**config.mk**
```make
export PLATFORM = sky130hd
export DESIGN_NAME = run_literal_rle_decoder
export DESIGN_NICKNAME = d
export VERILOG_FILES = /design/src/rtl/rld_pkg.sv /design/src/rtl/rld_front.sv /design/src/rtl/rld_queue.sv /design/src/rtl/rld_back.sv /design/src/rtl/run_literal_rle_decoder.sv
export VERILOG_INCLUDE_DIRS = /design/src /design/src/rtl
export SDC_FILE = /design/constraint.sdc
export NUM_CORES = 1
export LEC_CHECK = 0
export ABC_AREA = 1
export CELL_PAD_IN_SITES_DETAIL_PLACEMENT = 0
export CELL_PAD_IN_SITES_GLOBAL_PLACEMENT = 1
export CORE_MARGIN = 4
export CORE_UTILIZATION = 30
export DETAILED_ROUTE_END_ITERATION = 8
export DONT_BUFFER_PORTS = 1
export GPL_ROUTABILITY_DRIVEN = 0
export HOLD_SLACK_MARGIN = 0.12
export MAX_ROUTING_LAYER = met4
export PLACE_DENSITY_LB_ADDON = 0.15
export RECOVER_POWER = 50
export SLEW_MARGIN = 20
export SYNTH_ARGS = -nofsm -noshare
export SYNTH_HDL_FRONTEND = slang
export SYNTH_HIERARCHICAL = 1
export SYNTH_SLANG_ARGS = --single-unit
```
**constraint.sdc**
```tcl
create_clock -name clock -period 8.2 [get_ports clock]
set_input_delay 1.23 -clock clock [delete_from_list [all_inputs] [get_ports clock]]
set_output_delay 1.23 -clock clock [all_outputs]
set_load 0.02 [all_outputs]
```
**src/rtl/run_literal_rle_decoder_defines.svh**
```systemverilog
// Assertion macros shared by the run/literal decoder RTL.
`ifndef RUN_LITERAL_RLE_DECODER_DEFINES_SVH
`define RUN_LITERAL_RLE_DECODER_DEFINES_SVH

// Same-cycle implication, checked at every clock edge outside reset.
`define RLD_ASSERT_NOW(lbl, clk, rst, ante, cons, msg) \
   lbl: assert property (@(posedge clk) disable iff (rst) (ante) |-> (cons)) else $error(msg);

// Next-cycle implication, checked at every clock edge outside reset.
`define RLD_ASSERT_NEXT(lbl, clk, rst, ante, cons, msg) \
   lbl: assert property (@(posedge clk) disable iff (rst) (ante) |=> (cons)) else $error(msg);

`endif

```
**src/rtl/rld_pkg.sv**
```systemverilog
// Shared types and constants for the run/literal decoder.
`default_nettype none
package rld_pkg;

   // Field widths
   localparam int unsigned CODE_BITS   = 8;
   localparam int unsigned LEN_BITS    = 7;
   localparam int unsigned OUT_ADDR_BITS = 14;
   localparam int unsigned COUNT_BITS  = 15;
   localparam int unsigned CSR_DATA_BITS = 15;
   localparam int unsigned CSR_IDX_BITS  = 2;

   // Default internal address width
   localparam int unsigned ADDR_BITS_DEF = 14;

   // Command queue between front and back (power of two)
   localparam int unsigned QDEPTH    = 2;
   localparam int unsigned QPTR_BITS = $clog2(QDEPTH);
   localparam int unsigned QCNT_BITS = $clog2(QDEPTH + 1);

   // Register indexes
   localparam logic [CSR_IDX_BITS-1:0] CSR_START_ADDRESS = 2'd0;
   localparam logic [CSR_IDX_BITS-1:0] CSR_TOTAL_COUNT   = 2'd1;

   // Header byte fields
   localparam logic [CODE_BITS-1:0] HDR_RUN_FLAG = 8'h80;
   localparam logic [CODE_BITS-1:0] HDR_LEN_MASK = 8'h7f;

   typedef enum logic [1:0] {
      PH_HEADER  = 2'd0,
      PH_RUNVAL  = 2'd1,
      PH_LITERAL = 2'd2
   } phase_type;

   // One classified write command, address assigned later
   typedef struct packed {
      logic [CODE_BITS-1:0] value;
      logic [LEN_BITS-1:0]  length;
      logic                 last;
   } cmd_type;

   // Rearm request with the register values that take effect
   typedef struct packed {
      logic                         rearm;
      logic [OUT_ADDR_BITS-1:0]     start_address;
      logic [COUNT_BITS-1:0]        total_count;
   } cfg_type;

endpackage
`default_nettype wire

```
**src/rtl/rld_front.sv**
```systemverilog
// Front end: takes code bytes, tracks header/run/literal phase and byte budget.
`default_nettype none
`include "run_literal_rle_decoder_defines.svh"
module rld_front (
   input  wire logic              clock,
   input  wire logic              reset,
   input  wire rld_pkg::cfg_type  cfg,
   input  wire logic              accept,
   input  wire logic [7:0]        code_byte,
   output logic                   push,
   output rld_pkg::cmd_type       cmd
);
   import rld_pkg::*;

   phase_type               phase_ff, phase_in;
   logic [LEN_BITS-1:0]     group_ff, group_in;
   logic [LEN_BITS-1:0]     run_ff, run_in;
   logic [COUNT_BITS-1:0]   remain_ff, remain_in;
   logic                    finished_ff, finished_in;

   logic [LEN_BITS-1:0]     hdr_len;
   logic [COUNT_BITS-1:0]   hdr_len_wide;
   logic                    lit_last;

   assign hdr_len      = LEN_BITS'(code_byte & HDR_LEN_MASK);
   assign hdr_len_wide = COUNT_BITS'(hdr_len);
   assign lit_last     = (remain_ff == '0) && (group_ff <= LEN_BITS'(1));

   // State registers
   always_ff @(posedge clock) begin
      if (reset) begin
         phase_ff    <= PH_HEADER;
         group_ff    <= '0;
         run_ff      <= '0;
         remain_ff   <= '0;
         finished_ff <= 1'b1;
      end else begin
         phase_ff    <= phase_in;
         group_ff    <= group_in;
         run_ff      <= run_in;
         remain_ff   <= remain_in;
         finished_ff <= finished_in;
      end
   end

   // Byte classification and next state
   always_comb begin
      phase_in    = phase_ff;
      group_in    = group_ff;
      run_in      = run_ff;
      remain_in   = remain_ff;
      finished_in = finished_ff;
      push        = 1'b0;
      cmd         = '0;
      if (cfg.rearm) begin
         phase_in    = PH_HEADER;
         group_in    = '0;
         run_in      = '0;
         remain_in   = cfg.total_count;
         finished_in = (cfg.total_count == '0);
      end else if (accept && !finished_ff) begin
         case (phase_ff)
            PH_RUNVAL: begin
               phase_in = PH_HEADER;
               if (run_ff != '0) begin
                  push       = 1'b1;
                  cmd.value  = code_byte;
                  cmd.length = run_ff;
                  cmd.last   = (remain_ff == '0);
                  if (remain_ff == '0) begin
                     finished_in = 1'b1;
                  end
               end
            end
            PH_LITERAL: begin
               push       = 1'b1;
               cmd.value  = code_byte;
               cmd.length = LEN_BITS'(1);
               cmd.last   = lit_last;
               group_in   = (group_ff != '0) ? group_ff - LEN_BITS'(1) : '0;
               if (group_in == '0) begin
                  phase_in = PH_HEADER;
               end
               if (lit_last) begin
                  finished_in = 1'b1;
               end
            end
            default: begin
               // header byte, also taken for the unused phase code
               remain_in = (hdr_len_wide >= remain_ff) ? '0 : remain_ff - hdr_len_wide;
               if ((code_byte & HDR_RUN_FLAG) != '0) begin
                  run_in   = hdr_len;
                  phase_in = PH_RUNVAL;
               end else begin
                  group_in = hdr_len;
                  phase_in = (hdr_len != '0) ? PH_LITERAL : PH_HEADER;
               end
            end
         endcase
      end
   end

   `RLD_ASSERT_NOW(a_no_cmd_after_end, clock, reset, finished_ff, !push, "command after end of stream")
   `RLD_ASSERT_NEXT(a_last_ends, clock, reset, push && cmd.last, finished_ff, "last command did not end stream")

endmodule
`default_nettype wire

```
**src/rtl/rld_queue.sv**
```systemverilog
// Short command queue decoupling the front end from the address back end.
`default_nettype none
`include "run_literal_rle_decoder_defines.svh"
module rld_queue (
   input  wire logic              clock,
   input  wire logic              reset,
   input  wire logic              push,
   input  wire rld_pkg::cmd_type  push_cmd,
   input  wire logic              pop,
   output rld_pkg::cmd_type       head_cmd,
   output logic                   full,
   output logic                   empty
);
   import rld_pkg::*;

   cmd_type                 mem_ff [QDEPTH];
   logic [QPTR_BITS-1:0]    wr_ptr_ff, wr_ptr_in;
   logic [QPTR_BITS-1:0]    rd_ptr_ff, rd_ptr_in;
   logic [QCNT_BITS-1:0]    count_ff, count_in;
   logic                    do_push, do_pop;

   assign full     = (count_ff == QCNT_BITS'(QDEPTH));
   assign empty    = (count_ff == '0);
   assign do_push  = push && !full;
   assign do_pop   = pop && !empty;
   assign head_cmd = mem_ff[rd_ptr_ff];

   // Pointer and fill count update
   always_comb begin
      wr_ptr_in = do_push ? wr_ptr_ff + QPTR_BITS'(1) : wr_ptr_ff;
      rd_ptr_in = do_pop  ? rd_ptr_ff + QPTR_BITS'(1) : rd_ptr_ff;
      count_in  = count_ff;
      if (do_push && !do_pop) begin
         count_in = count_ff + QCNT_BITS'(1);
      end else if (do_pop && !do_push) begin
         count_in = count_ff - QCNT_BITS'(1);
      end
   end

   always_ff @(posedge clock) begin
      if (reset) begin
         wr_ptr_ff <= '0;
         rd_ptr_ff <= '0;
         count_ff  <= '0;
      end else begin
         wr_ptr_ff <= wr_ptr_in;
         rd_ptr_ff <= rd_ptr_in;
         count_ff  <= count_in;
      end
   end

   // Entry storage
   always_ff @(posedge clock) begin
      if (do_push) begin
         mem_ff[wr_ptr_ff] <= push_cmd;
      end
   end

   `RLD_ASSERT_NOW(a_count_bound, clock, reset, 1'b1, count_ff <= QCNT_BITS'(QDEPTH), "queue overfilled")
   `RLD_ASSERT_NEXT(a_drain, clock, reset, do_pop && !do_push && count_ff == QCNT_BITS'(1), empty, "queue not empty after last transfer")

endmodule
`default_nettype wire

```
**src/rtl/rld_back.sv**
```systemverilog
// Back end: assigns destination addresses and holds the result register.
`default_nettype none
`include "run_literal_rle_decoder_defines.svh"
module rld_back #(
   parameter int unsigned ADDR_BITS = rld_pkg::ADDR_BITS_DEF
) (
   input  wire logic              clock,
   input  wire logic              reset,
   input  wire rld_pkg::cfg_type  cfg,
   input  wire rld_pkg::cmd_type  head_cmd,
   input  wire logic              q_empty,
   output logic                   q_pop,
   input  wire logic              rsp_pop,
   output logic                   rsp_empty,
   output logic [13:0]            rsp_write_address,
   output logic [7:0]             rsp_fill_value,
   output logic [6:0]             rsp_fill_length,
   output logic                   rsp_last
);
   import rld_pkg::*;

   logic [ADDR_BITS-1:0]                 next_addr_ff, next_addr_in;
   logic [ADDR_BITS+OUT_ADDR_BITS-1:0]   start_ext;
   logic [ADDR_BITS+OUT_ADDR_BITS-1:0]   addr_ext;
   logic                                 valid_ff, valid_in;
   logic [OUT_ADDR_BITS-1:0]             addr_ff;
   cmd_type                              cmd_ff;

   assign start_ext = {{ADDR_BITS{1'b0}}, cfg.start_address};
   assign addr_ext  = {{OUT_ADDR_BITS{1'b0}}, next_addr_ff};

   // Take the queue head when the result register is free or being drained
   assign q_pop = !q_empty && (!valid_ff || rsp_pop);

   always_comb begin
      next_addr_in = next_addr_ff;
      if (cfg.rearm) begin
         next_addr_in = start_ext[ADDR_BITS-1:0];
      end else if (q_pop) begin
         next_addr_in = next_addr_ff + ADDR_BITS'(head_cmd.length);
      end
      valid_in = q_pop ? 1'b1 : (rsp_pop ? 1'b0 : valid_ff);
   end

   always_ff @(posedge clock) begin
      if (reset) begin
         valid_ff     <= 1'b0;
         next_addr_ff <= '0;
      end else begin
         valid_ff     <= valid_in;
         next_addr_ff <= next_addr_in;
      end
   end

   // Result payload register
   always_ff @(posedge clock) begin
      if (q_pop) begin
         addr_ff <= addr_ext[OUT_ADDR_BITS-1:0];
         cmd_ff  <= head_cmd;
      end
   end

   assign rsp_empty         = !valid_ff;
   assign rsp_write_address = addr_ff;
   assign rsp_fill_value    = cmd_ff.value;
   assign rsp_fill_length   = cmd_ff.length;
   assign rsp_last          = cmd_ff.last;

   `RLD_ASSERT_NOW(a_nonzero_len, clock, reset, q_pop, head_cmd.length != '0, "zero-length command queued")

endmodule
`default_nettype wire

```
**src/rtl/run_literal_rle_decoder.sv**
```systemverilog
// Top level of the run/literal byte-stream decoder with its register file.
//
//   channel | direction | handshake                | payload
//   req     | in        | push / full              | code_byte
//   rsp     | out       | pop / empty              | write_address, fill_value,
//           |           |                          | fill_length, last
//   csr     | in        | valid / ready            | index, data
//
// One code byte is taken per cycle while req_full is low; a command is written
// into the queue at the edge that accepts its byte, and the back end moves it
// into the result register, assigning its address, once that register is free
// or being popped. Reset is synchronous; after reset total_count is zero and
// input is ignored. A full queue (two commands) stalls input via req_full.
`default_nettype none
module run_literal_rle_decoder #(
   parameter int unsigned ADDR_BITS = rld_pkg::ADDR_BITS_DEF
) (
   input  wire logic                                clock,
   input  wire logic                                reset,
   input  wire logic                                req_push,
   output logic                                     req_full,
   input  wire logic [7:0]                          req_code_byte,
   output logic                                     rsp_empty,
   input  wire logic                                rsp_pop,
   output logic [13:0]                              rsp_write_address,
   output logic [7:0]                               rsp_fill_value,
   output logic [6:0]                               rsp_fill_length,
   output logic                                     rsp_last,
   input  wire logic                                csr_valid,
   output logic                                     csr_ready,
   input  wire logic [rld_pkg::CSR_IDX_BITS-1:0]    csr_index,
   input  wire logic [rld_pkg::CSR_DATA_BITS-1:0]   csr_data
);
   import rld_pkg::*;

   logic [OUT_ADDR_BITS-1:0]  start_ff, start_in;
   logic [COUNT_BITS-1:0]     total_ff, total_in;
   cfg_type                   cfg;
   logic                      accept;
   logic                      f_push;
   cmd_type                   f_cmd;
   cmd_type                   q_head;
   logic                      q_full, q_empty, q_pop;

   assign csr_ready = 1'b1;
   assign accept    = req_push && !q_full;
   assign req_full  = q_full;

   // Register file decode; a valid index rearms the decoder
   always_comb begin
      start_in  = start_ff;
      total_in  = total_ff;
      cfg.rearm = 1'b0;
      if (csr_valid) begin
         case (csr_index)
            CSR_START_ADDRESS: begin
               start_in  = OUT_ADDR_BITS'(csr_data);
               cfg.rearm = 1'b1;
            end
            CSR_TOTAL_COUNT: begin
               total_in  = COUNT_BITS'(csr_data);
               cfg.rearm = 1'b1;
            end
            default: begin
            end
         endcase
      end
      cfg.start_address = start_in;
      cfg.total_count   = total_in;
   end

   always_ff @(posedge clock) begin
      if (reset) begin
         start_ff <= '0;
         total_ff <= '0;
      end else begin
         start_ff <= start_in;
         total_ff <= total_in;
      end
   end

   rld_front u_front (
      .clock     (clock),
      .reset     (reset),
      .cfg       (cfg),
      .accept    (accept),
      .code_byte (req_code_byte),
      .push      (f_push),
      .cmd       (f_cmd)
   );

   rld_queue u_queue (
      .clock    (clock),
      .reset    (reset),
      .push     (f_push),
      .push_cmd (f_cmd),
      .pop      (q_pop),
      .head_cmd (q_head),
      .full     (q_full),
      .empty    (q_empty)
   );

   rld_back #(
      .ADDR_BITS (ADDR_BITS)
   ) u_back (
      .clock             (clock),
      .reset             (reset),
      .cfg               (cfg),
      .head_cmd          (q_head),
      .q_empty           (q_empty),
      .q_pop             (q_pop),
      .rsp_pop           (rsp_pop),
      .rsp_empty         (rsp_empty),
      .rsp_write_address (rsp_write_address),
      .rsp_fill_value    (rsp_fill_value),
      .rsp_fill_length   (rsp_fill_length),
      .rsp_last          (rsp_last)
   );

endmodule
`default_nettype wire
```
* Word-level counts from Yosys, hierarchy flattened
Memories as Yosys holds them, arrays and structs flattened. A register that Yosys moved wholly into a read port is not among the register bits. Cells that the tools add are included.
Word-level totals: bits in registers 110, bits in writable memories 32, bits of input ports 30, output and inout bits 33, logic and storage cells 115, memories 1
Cells by class: $add $sub $neg 7, magnitude comparators 2, equal/unequal tests 10, muxes and demuxes 41, bitwise logic cells 2, reductions and logical operators 36
Memory list:
- u_queue.mem_ff | words 2, bits a word 16, rd ports 1, clocked after Yosys merged registers in 1, write ports 1, RTL line rld_queue.sv:16 | cmd_type mem_ff [QDEPTH];
Operators by type and width (number):
- 2-to-1 mux 15 bit | 6
- 2-to-1 mux 14 bit | 4
- 2-to-1 mux 16 bit | 3
- case mux 16 bit (2 select lines) | 1
- zero test 15 bit | 2
- nonzero test 7 bit | 3
- 2-to-1 mux 1 bit | 16
- greater-or-equal comparator 7 x 15 -> 1 bit | 1
- subtractor 15 x 7 -> 15 bit | 1
- adder 14 x 7 -> 14 bit | 1
- 2-to-1 mux 7 bit | 2
- case mux 7 bit (2 select lines) | 1
- 2-to-1 mux 2 bit | 5
- inequality test 3 x 2 -> 1 bit, second input constant | 3
- logical AND 1 bit | 8
- nonzero test 2 bit | 4
- <= comparator 7 x 1 -> 1 bit, second input constant | 1
- zero test 7 bit | 1
- subtractor 7 x 1 -> 7 bit, second input constant | 1
- zero test 1 bit | 6
- inequality test 2 x 1 -> 1 bit, second input constant | 3
- AND reduction 3 bit | 2
- OR reduction 2 bit | 3
- AND reduction 5 bit | 1
- other kinds (12) | 19

* Depth between registers and ports, before layout
word-level depth 11, depth in mapped cells 17

* Cells and area by module
Netlist, hierarchy kept.
Modules (own cells, without submodules):
- rld_front | times used 1, cells each 378, area each 2469.9 µm², sequential area each 640.6 µm²
- rld_back | times used 1, cells each 228, area each 2143.3 µm², sequential area each 1201.2 µm²
- run_literal_rle_decoder | times used 1, cells each 239, area each 1467.7 µm², sequential area each 580.6 µm²
- rld_queue | times used 1, cells each 87, area each 1457.6 µm², sequential area each 1061.0 µm²

* Least setup slack after synthesis
No wires, ideal clock.
path type input -> register, start point input port csr_valid, end point memory u_queue/mem_ff[1][0] (netlist bit), enable pin, arrival time 3.091 ns, slack 4.721 ns, stages on the path 10, path through inv_2 > nor2_2 > buf_4 > buf_2 > nor2_1 > nand2_1 > o21bai_1 > inv_1 > o21ai_2 > nor2_1
RTL lines:
- start, declared | RTL line run_literal_rle_decoder.sv:29 | input wire logic csr_valid,
- end, declared | RTL line rld_queue.sv:16

* Final worst setup path
start point input port csr_valid, end point register u_queue.count_ff[1]
On the way: cells in the longest elaborated chain, start to end 6, elaborated cells on any way between the ends 8, those cells by class 3 x mux; 5 x reduce/logical
Ends and longest elaborated chain:
- 2-to-1 mux 1 bit * | RTL line run_literal_rle_decoder.sv:54 | if (csr_valid) begin
- 2-to-1 mux 1 bit * | RTL line rld_front.sv:55 | if (cfg.rearm) begin
- via f_push | RTL line run_literal_rle_decoder.sv:40 | logic f_push;
- logical AND 1 bit * | RTL line rld_queue.sv:24 | assign do_push = push && !full;
- via u_queue.do_push | RTL line rld_queue.sv:20 | logic do_push, do_pop;
- zero test 1 bit | RTL line rld_queue.sv:35 | end else if (do_pop && !do_push) begin
- logical AND 1 bit | RTL line rld_queue.sv:35
- nonzero test 2 bit (no source line)
- end signal, assigned | RTL line rld_queue.sv:48 | count_ff <= count_in;
- end, declared | RTL line rld_queue.sv:19 | logic [QCNT_BITS-1:0] count_ff, count_in;
Mark *: on every way through the listed nets, which the timed path passes. The rest lies on a longest branch. A chain may end at the register's enable or synchronous reset.

==> impl_metrics.py <==
metrics = {
    "sta": {
        "period_share": 0.577,
        "hold_viol": 0,
        "max_freq_mhz": 211,
        "setup_viol": 0,
        "tns_ps": 0,
        "holdWs_ps": 484,
        "worst_slew_margin_rel": -0.719,
        "fin_ws_ps": 3470,
        "fin_crit_ps": 4730,
        "drv_slew": 62,
        "fin_skew_ps": 7.63,
        "rsz0062_at_grt": "false",
        "worst_pin_slew_ps": 2580,
    },
    "clocking": {
        "clock_sinks": 143,
        "cts_resized": 0,
        "cts_tree": "done",
        "numCtsBuffers": 17,
        "clock-root-buffer": "clkbuf_16",
        "post_cts_buffers": 0,
        "htreeDepth": 4,
        "clk_pin_slew_ps": 60,
        "cts.path.max_buffers": 2,
        "clk_latency_ps": 420,
        "postCtsHoldBufs": 0,
    },
    "yosys": {
        "synth.distinct_cells": 51,
        "synth_top_area_share": 0.247,
        "ys.flop_type": "dfxtp_1",
        "yosysWarnings": 6,
        "syn_inst": 932,
        "synth_edf_count": 62,
        "syn_avg_cell_area_sq_um": 8.09,
        "yosys.area.top_type": "edfxtp_1",
        "synth-seq-area-share": 0.462,
        "synth_fp_nets": 983,
        "syn_area_sq_um": 7540,
        "async_reset_ff_frac": 0,
        "synth_seq_cells": 143,
        "ys_top_cells_by_count": "nand2_1, inv_1, nor2_1",
        "synth.most_common_cell": "nand2_1",
        "synth_top_cells_by_area": "edfxtp_1, dfxtp_1, nand2_1, inv_1, nand3_1",
    },
    "routing": {
        "vias": 5680,
        "dr_wl_met3_microns": 478,
        "viasPerCell": 4.48,
        "drcViolationCount": 0,
        "ant_nets": 0,
        "wl_met2_mm": 8.51,
        "postRouteWirelength_mm": 18.8,
        "wl_per_cell_microns": 14.8,
        "drtIter0Drc": 329,
        "drt-met1-wl_mm": 9.65,
        "dr.max_layer_used": "met4",
        "drt_first_pass_iters": 5,
    },
    "grt": {
        "grt_max_degree": 62,
        "first_global_vias": 5702,
        "track_usage": 0.143,
        "overflow": 0,
        "antenna_found_initial": 0,
        "grt_pass1_wl_mm": 31.1,
    },
    "floorplan": {
        "dieArea_sq_um": 27700,
        "row_count": 57,
        "initial_core_util": 0.307,
        "fp.dieH_microns": 167,
        "io_pins": 63,
        "core_area_sq_um": 24500,
        "die_w_microns": 167,
    },
    "place": {
        "numPortBuffers": 0,
        "dpl.hpwl_mm": 13.9,
        "dp_cells": 1235,
        "pre_cts_ws_ps": 4400,
        "place_area_sq_um": 7800,
    },
    "critical_path": {
        "required_ps": 8560,
        "worstSetupStartpointType": "primary input",
        "cp_max_fo": 61,
        "worstSetupEndpointType": "flop",
        "arrival_ps": 5090,
        "crit_type": "primary input to flop",
    },
    "layout": {
        "fin_util": 0.341,
        "multiInputGateArea_sq_um": 3180,
        "drive_gt1_frac": 0.112,
        "nFillCells": 2644,
        "diodes": 0,
        "fin_nets": 981,
        "fin_area_sq_um": 8370,
        "fin_cells": 1267,
        "seq_area_sq_um": 3480,
        "area_growth_pct": 11.1,
    },
    "power_and_ir_drop": {
        "pwr_density_cell_nw_per_um2": 216,
        "ir_drop_uv": 80.0,
        "power.share.switching": 0.281,
        "seqPwrFrac": 0.428,
        "pwr-share-clk": 0.448,
        "p_sw_mw": 0.508,
        "p_int_mw": 1.30,
        "power_frac_comb": 0.124,
        "power_mw": 1.81,
        "cellLeakagePower_nw": 3.67,
    },
    "hold_path": {
        "hp-class": "flop to flop",
    },
    "status": {
        "violations": "capacitance limit, slew limit",
        "outcome": "complete, but fails checks",
    },
    "run": {
        "cap_violations": 1,
    },
}
[area by class of cell]
cell class | count | area share
Inverter | 176 | 0.0792
Tap cell | 324 | 0.0484
Sequential cell | 143 | 0.416
Multi-Input combinational cell | 588 | 0.380
Timing Repair Buffer | 4 | 0.00314
Clock buffer | 17 | 0.0508
Clock inverter | 15 | 0.0229
[cells in the final DEF (no fill, tap or decap), drive strengths merged, types with 5 or more instances in the layout]
master	synthesis	final
clkbuf	8	18
nor4	6	6
edfxtp	62	62
o21ai	38	38
a221oi	5	5
nand3	82	82
clkinv	1	5
ha	19	19
dfxtp	81	81
nor3	10	10
nand4	8	8
nor2	101	101
or2	8	8
inv	175	184
nand2	197	197
a21oi	69	69
mux2	16	16
xor2	8	8
[cell families after synthesis]
kind of cell	Yosys count	synth area share
flops	143	0.462
buf+inv	201	0.112
simple gates	417	0.252
xor+xnor	9	0.0105
other cells	1	0.000497
fa+ha+maj	21	0.0368
compound gates	124	0.0978
mux	16	0.0289
[critical path, cell delays in order]
cell and delay [ps]:
inv_1 40, nor2_4 60, clkbuf_1 1820, nor2_1 210
nand2_1 350, o21bai_1 360, inv_1 160, o21ai_2 140
inv_2 60, ha_1 320, inv_1 80, nand3_1 70
nand2_1 60, inv_1 30, nor2_1 80
[flip-flops by register name (all words and copies together) (netlist names), 2 cells and up, named ones only]
register                  flops
u_front/remain_ff            15
total_ff                     15
u_queue/mem_ff               32
u_front/group_ff              7
u_queue/count_ff              2
start_ff                     14
u_back/rsp_fill_length        7
u_front/phase_ff              2
u_front/run_ff                7
u_back/rsp_write_address     14
u_back/rsp_fill_value         8
u_back/next_addr_ff          14
[power groups by stage]
stage	Sequential [mW]	Combinational (mW)	Clock [mW]
6_report	0.775	0.224	0.810
4_1_cts	0.775	0.227	0.837
5_1_grt	0.778	0.262	0.871
3_5_place_dp	0.791	0.225	0
2_1_floorplan	0.785	0.190	0
3_3_place_gp	0.791	0.229	0
[per-layer routing]
metal | GRT usage | vias to the layer above
met5 | - | -
met4 | 0.0331 | 0
met3 | 0.0292 | 12
met2 | 0.217 | 83
met1 | 0.198 | 2584
li1 | - | 3001
[worst paths after layout]
check                          startpoint                           end  slack (ps)  cells past startpoint
hold / removal    u_back/next_addr_ff[13]  u_back/rsp_write_address[13]         480                      0
setup / recovery                csr_valid           u_queue/count_ff[1]        3470                     15
hold reg to reg   u_back/next_addr_ff[13]  u_back/rsp_write_address[13]         480                      0
setup reg to reg      u_queue/count_ff[0]         u_queue/mem_ff[1][13]        5100                     10
Note: power is estimated with default switching activity, not from simulation.
